### src/rtl/core/conv2d_pkg.sv
// Shared types, constants and helper functions of the multi-channel convolution block.
package conv2d_pkg;

    localparam int MAX_KERNELS  = 8;
    localparam int MAX_CHANNELS = 4;
    localparam int MAX_IMAGE    = 32;
    localparam int MAX_KSIZE    = 5;

    localparam int KIND_W     = 2;
    localparam int KERN_W     = 3;
    localparam int CH_W       = 2;
    localparam int POS_W      = 5;
    localparam int VAL_W      = 16;
    localparam int SUM_W      = 40;
    localparam int PROD_W     = 2 * VAL_W;
    localparam int KSZ_W      = 3;
    localparam int IMG_W      = 6;
    localparam int NCH_W      = 3;
    localparam int CFG_IDX_W  = 3;
    localparam int CFG_DATA_W = 6;
    localparam int TAP_W      = 8;
    localparam int BIAS_SHIFT = 8;

    localparam int WMEM_DEPTH = MAX_KERNELS * MAX_CHANNELS * MAX_KSIZE * MAX_KSIZE;
    localparam int WADDR_W    = $clog2(WMEM_DEPTH);
    localparam int PMEM_DEPTH = MAX_CHANNELS * MAX_IMAGE * MAX_IMAGE;
    localparam int PADDR_W    = CH_W + 2 * POS_W;
    localparam int DRAIN_CYCLES = 2;
    localparam int DRAIN_W      = 2;

    typedef enum logic [KIND_W-1:0] {
        KIND_WEIGHT  = 2'd0,
        KIND_BIAS    = 2'd1,
        KIND_PIXEL   = 2'd2,
        KIND_COMPUTE = 2'd3
    } kind_e_t;

    typedef enum logic [CFG_IDX_W-1:0] {
        CFG_KERNEL_ROWS = 3'd0,
        CFG_KERNEL_COLS = 3'd1,
        CFG_IMAGE_ROWS  = 3'd2,
        CFG_IMAGE_COLS  = 3'd3,
        CFG_CHANNELS    = 3'd4,
        CFG_SAME_BORDER = 3'd5
    } cfg_idx_t;

    typedef enum logic [2:0] {
        ST_IDLE,
        ST_SETUP,
        ST_RUN,
        ST_DRAIN,
        ST_FINISH
    } state_t;

    typedef struct packed {
        logic [KIND_W-1:0]       kind;
        logic [KERN_W-1:0]       kernel_index;
        logic [CH_W-1:0]         channel;
        logic [POS_W-1:0]        row;
        logic [POS_W-1:0]        col;
        logic signed [VAL_W-1:0] value;
    } in_item_t;

    typedef struct packed {
        logic signed [SUM_W-1:0] sum;
        logic                    status;
        logic [KERN_W-1:0]       out_kernel;
        logic [POS_W-1:0]        out_row;
        logic [POS_W-1:0]        out_col;
    } out_item_t;

    // Commands from the controller to the datapath.
    typedef struct packed {
        logic wr_en;
        logic latch_req;
        logic step;
        logic load_result;
    } cmd_t;

    // Status from the datapath to the controller.
    typedef struct packed {
        logic req_ok;
        logic last_tap;
    } stat_t;

    // Kernel size register to the odd tap count in 1..MAX_KSIZE.
    function automatic logic [KSZ_W-1:0] odd_ksize(input logic [KSZ_W-1:0] v);
        logic [KSZ_W-1:0] s;
        if (v == '0)
            s = KSZ_W'(1);
        else if (v > KSZ_W'(MAX_KSIZE))
            s = KSZ_W'(MAX_KSIZE);
        else
            s = v;
        if (!s[0])
            s = s - KSZ_W'(1);
        return s;
    endfunction

    function automatic logic [IMG_W-1:0] clamp_img(input logic [IMG_W-1:0] v);
        logic [IMG_W-1:0] s;
        if (v == '0)
            s = IMG_W'(1);
        else if (v > IMG_W'(MAX_IMAGE))
            s = IMG_W'(MAX_IMAGE);
        else
            s = v;
        return s;
    endfunction

    function automatic logic [NCH_W-1:0] clamp_ch(input logic [NCH_W-1:0] v);
        logic [NCH_W-1:0] s;
        if (v == '0)
            s = NCH_W'(1);
        else if (v > NCH_W'(MAX_CHANNELS))
            s = NCH_W'(MAX_CHANNELS);
        else
            s = v;
        return s;
    endfunction

    // Flat weight address: kernel, channel, tap row, tap column.
    function automatic logic [WADDR_W-1:0] weight_addr(input logic [KERN_W-1:0] k,
                                                       input logic [CH_W-1:0]   m,
                                                       input logic [KSZ_W-1:0]  r,
                                                       input logic [KSZ_W-1:0]  c);
        logic [WADDR_W-1:0] t;
        t = WADDR_W'({k, m}) * WADDR_W'(MAX_KSIZE) + WADDR_W'(r);
        t = t * WADDR_W'(MAX_KSIZE) + WADDR_W'(c);
        return t;
    endfunction

endpackage

### src/rtl/core/conv2d_ctrl.sv
// Controller state machine: handshakes, request sequencing and result hand-off.
module conv2d_ctrl
    import conv2d_pkg::*;
(
    input  logic              clk,
    input  logic              rst_n,
    input  logic              req_valid,
    input  logic [KIND_W-1:0] req_kind,
    output logic              req_stall,
    output logic              rsp_valid,
    input  logic              rsp_stall,
    input  stat_t             stat,
    output cmd_t              cmd
);

    state_t             state_reg, state_next;
    logic [DRAIN_W-1:0] drain_reg, drain_next;
    logic               rsp_valid_reg, rsp_valid_next;
    logic               accept;
    logic               out_free;

    assign accept   = req_valid && !req_stall;
    assign out_free = !rsp_valid_reg || !rsp_stall;

    always_ff @(posedge clk or negedge rst_n)
    begin
        if (!rst_n)
        begin
            state_reg     <= ST_IDLE;
            drain_reg     <= '0;
            rsp_valid_reg <= 1'b0;
        end
        else
        begin
            state_reg     <= state_next;
            drain_reg     <= drain_next;
            rsp_valid_reg <= rsp_valid_next;
        end
    end

    // Next state.
    always_comb
    begin
        state_next = state_reg;
        drain_next = drain_reg;
        case (state_reg)
            ST_IDLE:
            begin
                if (accept && req_kind == KIND_COMPUTE)
                    state_next = ST_SETUP;
            end
            ST_SETUP:
            begin
                state_next = stat.req_ok ? ST_RUN : ST_FINISH;
            end
            ST_RUN:
            begin
                drain_next = '0;
                if (stat.last_tap)
                    state_next = ST_DRAIN;
            end
            ST_DRAIN:
            begin
                drain_next = drain_reg + DRAIN_W'(1);
                if (drain_reg == DRAIN_W'(DRAIN_CYCLES - 1))
                    state_next = ST_FINISH;
            end
            ST_FINISH:
            begin
                if (out_free)
                    state_next = ST_IDLE;
            end
            default:
            begin
                state_next = ST_IDLE;
            end
        endcase
    end

    // Outputs.
    always_comb
    begin
        req_stall       = (state_reg != ST_IDLE);
        cmd.wr_en       = 1'b0;
        cmd.latch_req   = 1'b0;
        cmd.step        = 1'b0;
        cmd.load_result = 1'b0;
        case (state_reg)
            ST_IDLE:
            begin
                cmd.wr_en     = accept;
                cmd.latch_req = accept && req_kind == KIND_COMPUTE;
            end
            ST_RUN:
            begin
                cmd.step = 1'b1;
            end
            ST_FINISH:
            begin
                cmd.load_result = out_free;
            end
            default:
            begin
                cmd.step = 1'b0;
            end
        endcase
    end

    always_comb
    begin
        rsp_valid_next = rsp_valid_reg;
        if (cmd.load_result)
            rsp_valid_next = 1'b1;
        else if (rsp_valid_reg && !rsp_stall)
            rsp_valid_next = 1'b0;
    end

    assign rsp_valid = rsp_valid_reg;

endmodule

### config.mk
export PLATFORM = sky130hd
export DESIGN_NAME = conv2d_ctrl
export DESIGN_NICKNAME = d
export VERILOG_FILES = /design/src/rtl/core/conv2d_pkg.sv /design/src/rtl/core/conv2d_ctrl.sv
export SDC_FILE = /design/constraint.sdc
export NUM_CORES = 1
export LEC_CHECK = 0
export BUFFER_PORTS_ARGS = -buffer_cell sky130_fd_sc_hd__buf_2
export CAP_MARGIN = 20
export CORE_AREA = 2 2 39 41
export CTS_BUF_LIST = sky130_fd_sc_hd__clkbuf_4 sky130_fd_sc_hd__clkbuf_8
export CTS_CLUSTER_SIZE = 30
export DETAILED_ROUTE_END_ITERATION = 6
export DIE_AREA = 0 0 41 43
export PLACE_DENSITY = 0.62
export RECOVER_POWER = 100
export SLEW_MARGIN = 20
export SYNTH_ARGS = -nofsm -noshare
export SYNTH_HDL_FRONTEND = slang
export SYNTH_SLANG_ARGS = --single-unit
### constraint.sdc
create_clock -name clk -period 1.2 [get_ports clk]
set_clock_uncertainty 0.05 [all_clocks]
set_input_delay 0.12 -clock clk [delete_from_list [all_inputs] [get_ports clk]]
set_output_delay 0.12 -clock clk [all_outputs]
set_load 0.1 [all_outputs]
==> key figures <==
Status
  • Status: finished, violations left
  • Violated checks: setup timing

Placed design
  • Port bufs: 13
  • GPL Wtd Cong: 0.719
  • DP Wirelength: approximately 660 um
  • Post-Place Worst Slack: -0.134 ns

Floorplanning
  • Rows: 14
  • # IOs: 14
  • Die Width: 41 um
  • CORE AREA: roughly 0.0014 sq mm
  • Die area: ~0.0018 sq mm
  • Initial cell density of the core: between 20% and 30%
  • Die H: between 40 and 50 um

Clock network
  • Clock slew at reported path FFs: 0.06 ns
  • CTS Root Cell: clkbuf_4
  • TritonCTS clock tree: done
  • Clk sinks: 6
  • TritonCTS buffer count: 3
  • Clock Path Buffers: 2
  • # H-tree levels: 1
  • Worst skew pair latency: 0.25 ns

STA
  • Final setup vio count: 8
  • Hold Fails Final Rpt: 0
  • RSZ-0062 raised after global routing: yes
  • Peak Freq: 634 MHz
  • Relative slew margins: 78.5%
  • Setup WS post-layout: -0.377 ns
  • Period utilization: 131%
  • Final Max Tran Viols: 0
  • Worst Tran Pin Value: 0.323 ns
  • Aggregate negative setup slack: -2.10 ns
  • Minimum clock period after layout: 1.58 ns

Finish
  • Area taken by multi-input logic gates: around 240 sq um
  • Commonest non-fill, non-tap cell in the layout: buf_4
  • Fill cell count: 132
  • ANT cells: 0
  • Seq. cell area: 151 sq um
  • Most frequent cells in the layout: buf_4 (7), buf_2 (6), buf_12 (6), clkbuf_4 (5), dfrtp_1 (5)
  • Area Growth Syn to Fin: 79.2%
  • Final core utilization: between 40 and 50%
  • NumNets Final: 72
  • Number of flip-flops in the largest register: 3
  • Layout cell share with drive strength beyond 1: 59.7%

Setup path
  • Reg2reg setup slack: -0.23 ns
  • Critical Path Sink: cmd[0]
  • RR Endpoint: state_reg[2]
  • Crit path DAT: 1.41 ns
  • CP startpoint kind: register
  • Setup crit end kind: primary output
  • Launch point of the worst path: state_reg[1]
  • Worst setup path class: register to primary output
  • R2r worst-path depth: 5
  • RR Startpoint: state_reg[1]
  • WP data required: 1.03 ns
  • Critical-path maximum fanout: 3

Routing
  • DR vias/cell: 4.59
  • DRT iter0 DRCs: 1
  • Routed vias: 358
  • First-pass DRT Iterations: 2
  • Antenna Nets Post-Route: 0
  • Remaining DRCs: 0
  • Routed len/inst: 11.6 um
  • Total Routed Length: around 900 um

Global routing
  • First-pass GRT wire length: 1.46 mm
  • Initial antenna violation count: 0
  • Largest net degree at the start of global routing: 10
  • Grt ovf: 0
  • Gr usage total: roughly an eighth
  • Vias in the first global route: 379

Synth
  • Synthesized Nets: 46
  • Register area share after synthesis: 39.0%
  • Avg Inst Size Synth: 10.4 sq um
  • Post-Syn Area: 385 sq um
  • Yosys cell types: 23
  • #FFs+latches synth: 6
  • Mapped Cells: 37
  • Yosys warns: 0

Hold path
  • Worst min-delay path class: input port to register

Job
  • Max-cap check violation count: 0
## per-stage QoR
stage               instance area (sq um)  std cells  hold slack (ns)
CTS                                   677         77            0.101
finish                                691         78            0.101
detailed placement                    587         70          -0.0977
global route                          691         78            0.103
floorplan                             412         37           -0.226
global placement                      587         70          -0.0963
## area by class of cell
cell class                      instances  area share [%]
Timing Repair Buffer                   24            35.7
Multi-Input combinational cell         26            34.1
Sequential cell                         6            21.9
Inverter                                2            1.09
Tap cell                               16            2.90
Clock buffer                            4            4.35
## worst max-delay path, cell delays in order (launching register included)
cell and delay (ns):
dfrtp_1 0.40, or3b_4 0.43, a21oi_4 0.14, buf_12 0.18
## cells by family (layout without fill, tap and decap cells)
kind of cell             Yosys count  after routing  synth area share (%)
multiplexers                       1              1                  2.92
adder cells (fa/ha/maj)            1              1                  3.25
AO/OA/AOI/OAI                      7              7                  15.3
flip-flops                         6              6                  39.0
AND/OR/NAND/NOR                   17             17                  29.9
buffers and inverters              5             30                  9.74
## cells in the mapped netlist, drive strengths merged
cell	n	share of area [%]
dfrtp	6	39
or3b	1	2.9
nand2b	2	3.2
a21oi	3	4.9
nand3b	1	1.9
nor2b	4	6.5
mux2	1	2.9
inv	2	1.9
o21ai	1	1.3
nor2	2	1.9
a21bo	1	2.6
a221oi	1	2.3
o32ai	1	4.2
and2b	1	1.9
nand3	1	1.3
or3	1	2.9
nand2	2	1.9
ha	1	3.2
nand4b	1	2.3
buf	3	7.8
nand4bb	1	2.9
## worst min path at each step
stage          cells after the start      start      endpoint
2_1_floorplan                      0      rst_n  drain_reg[0]
3_3_place_gp                       1      rst_n  drain_reg[1]
3_5_place_dp                       1      rst_n  drain_reg[1]
4_1_cts                            3  rsp_stall     rsp_valid
5_1_grt                            3    stat[1]  state_reg[1]
6_report                           3    stat[1]  state_reg[1]
## timing repair
action                                  in CTS  in global routing
resized for setup                            9                  2
hold endpoints to repair                     6                  0
setup buffers                                2                  1
hold buffers                                 1                  0
endpoints found under the setup margin       8                  9
pin swaps                                    1                  1
## per-layer routing
| metal | track usage [%] | vias up | part of all wire (%) |
|---|---|---|---|
| met3 | 6.28 | 0 | 6.8 |
| met1 | 13.5 | 168 | 41 |
| met4 | 2.00 | 0 | 0 |
| li1 | - | 177 | - |
| met2 | 20.3 | 13 | 52 |
| met5 | 0 | - | 0 |
Power is not shown: default switching activity piles up to over one toggle a cycle in this logic, so the estimate is an artifact.
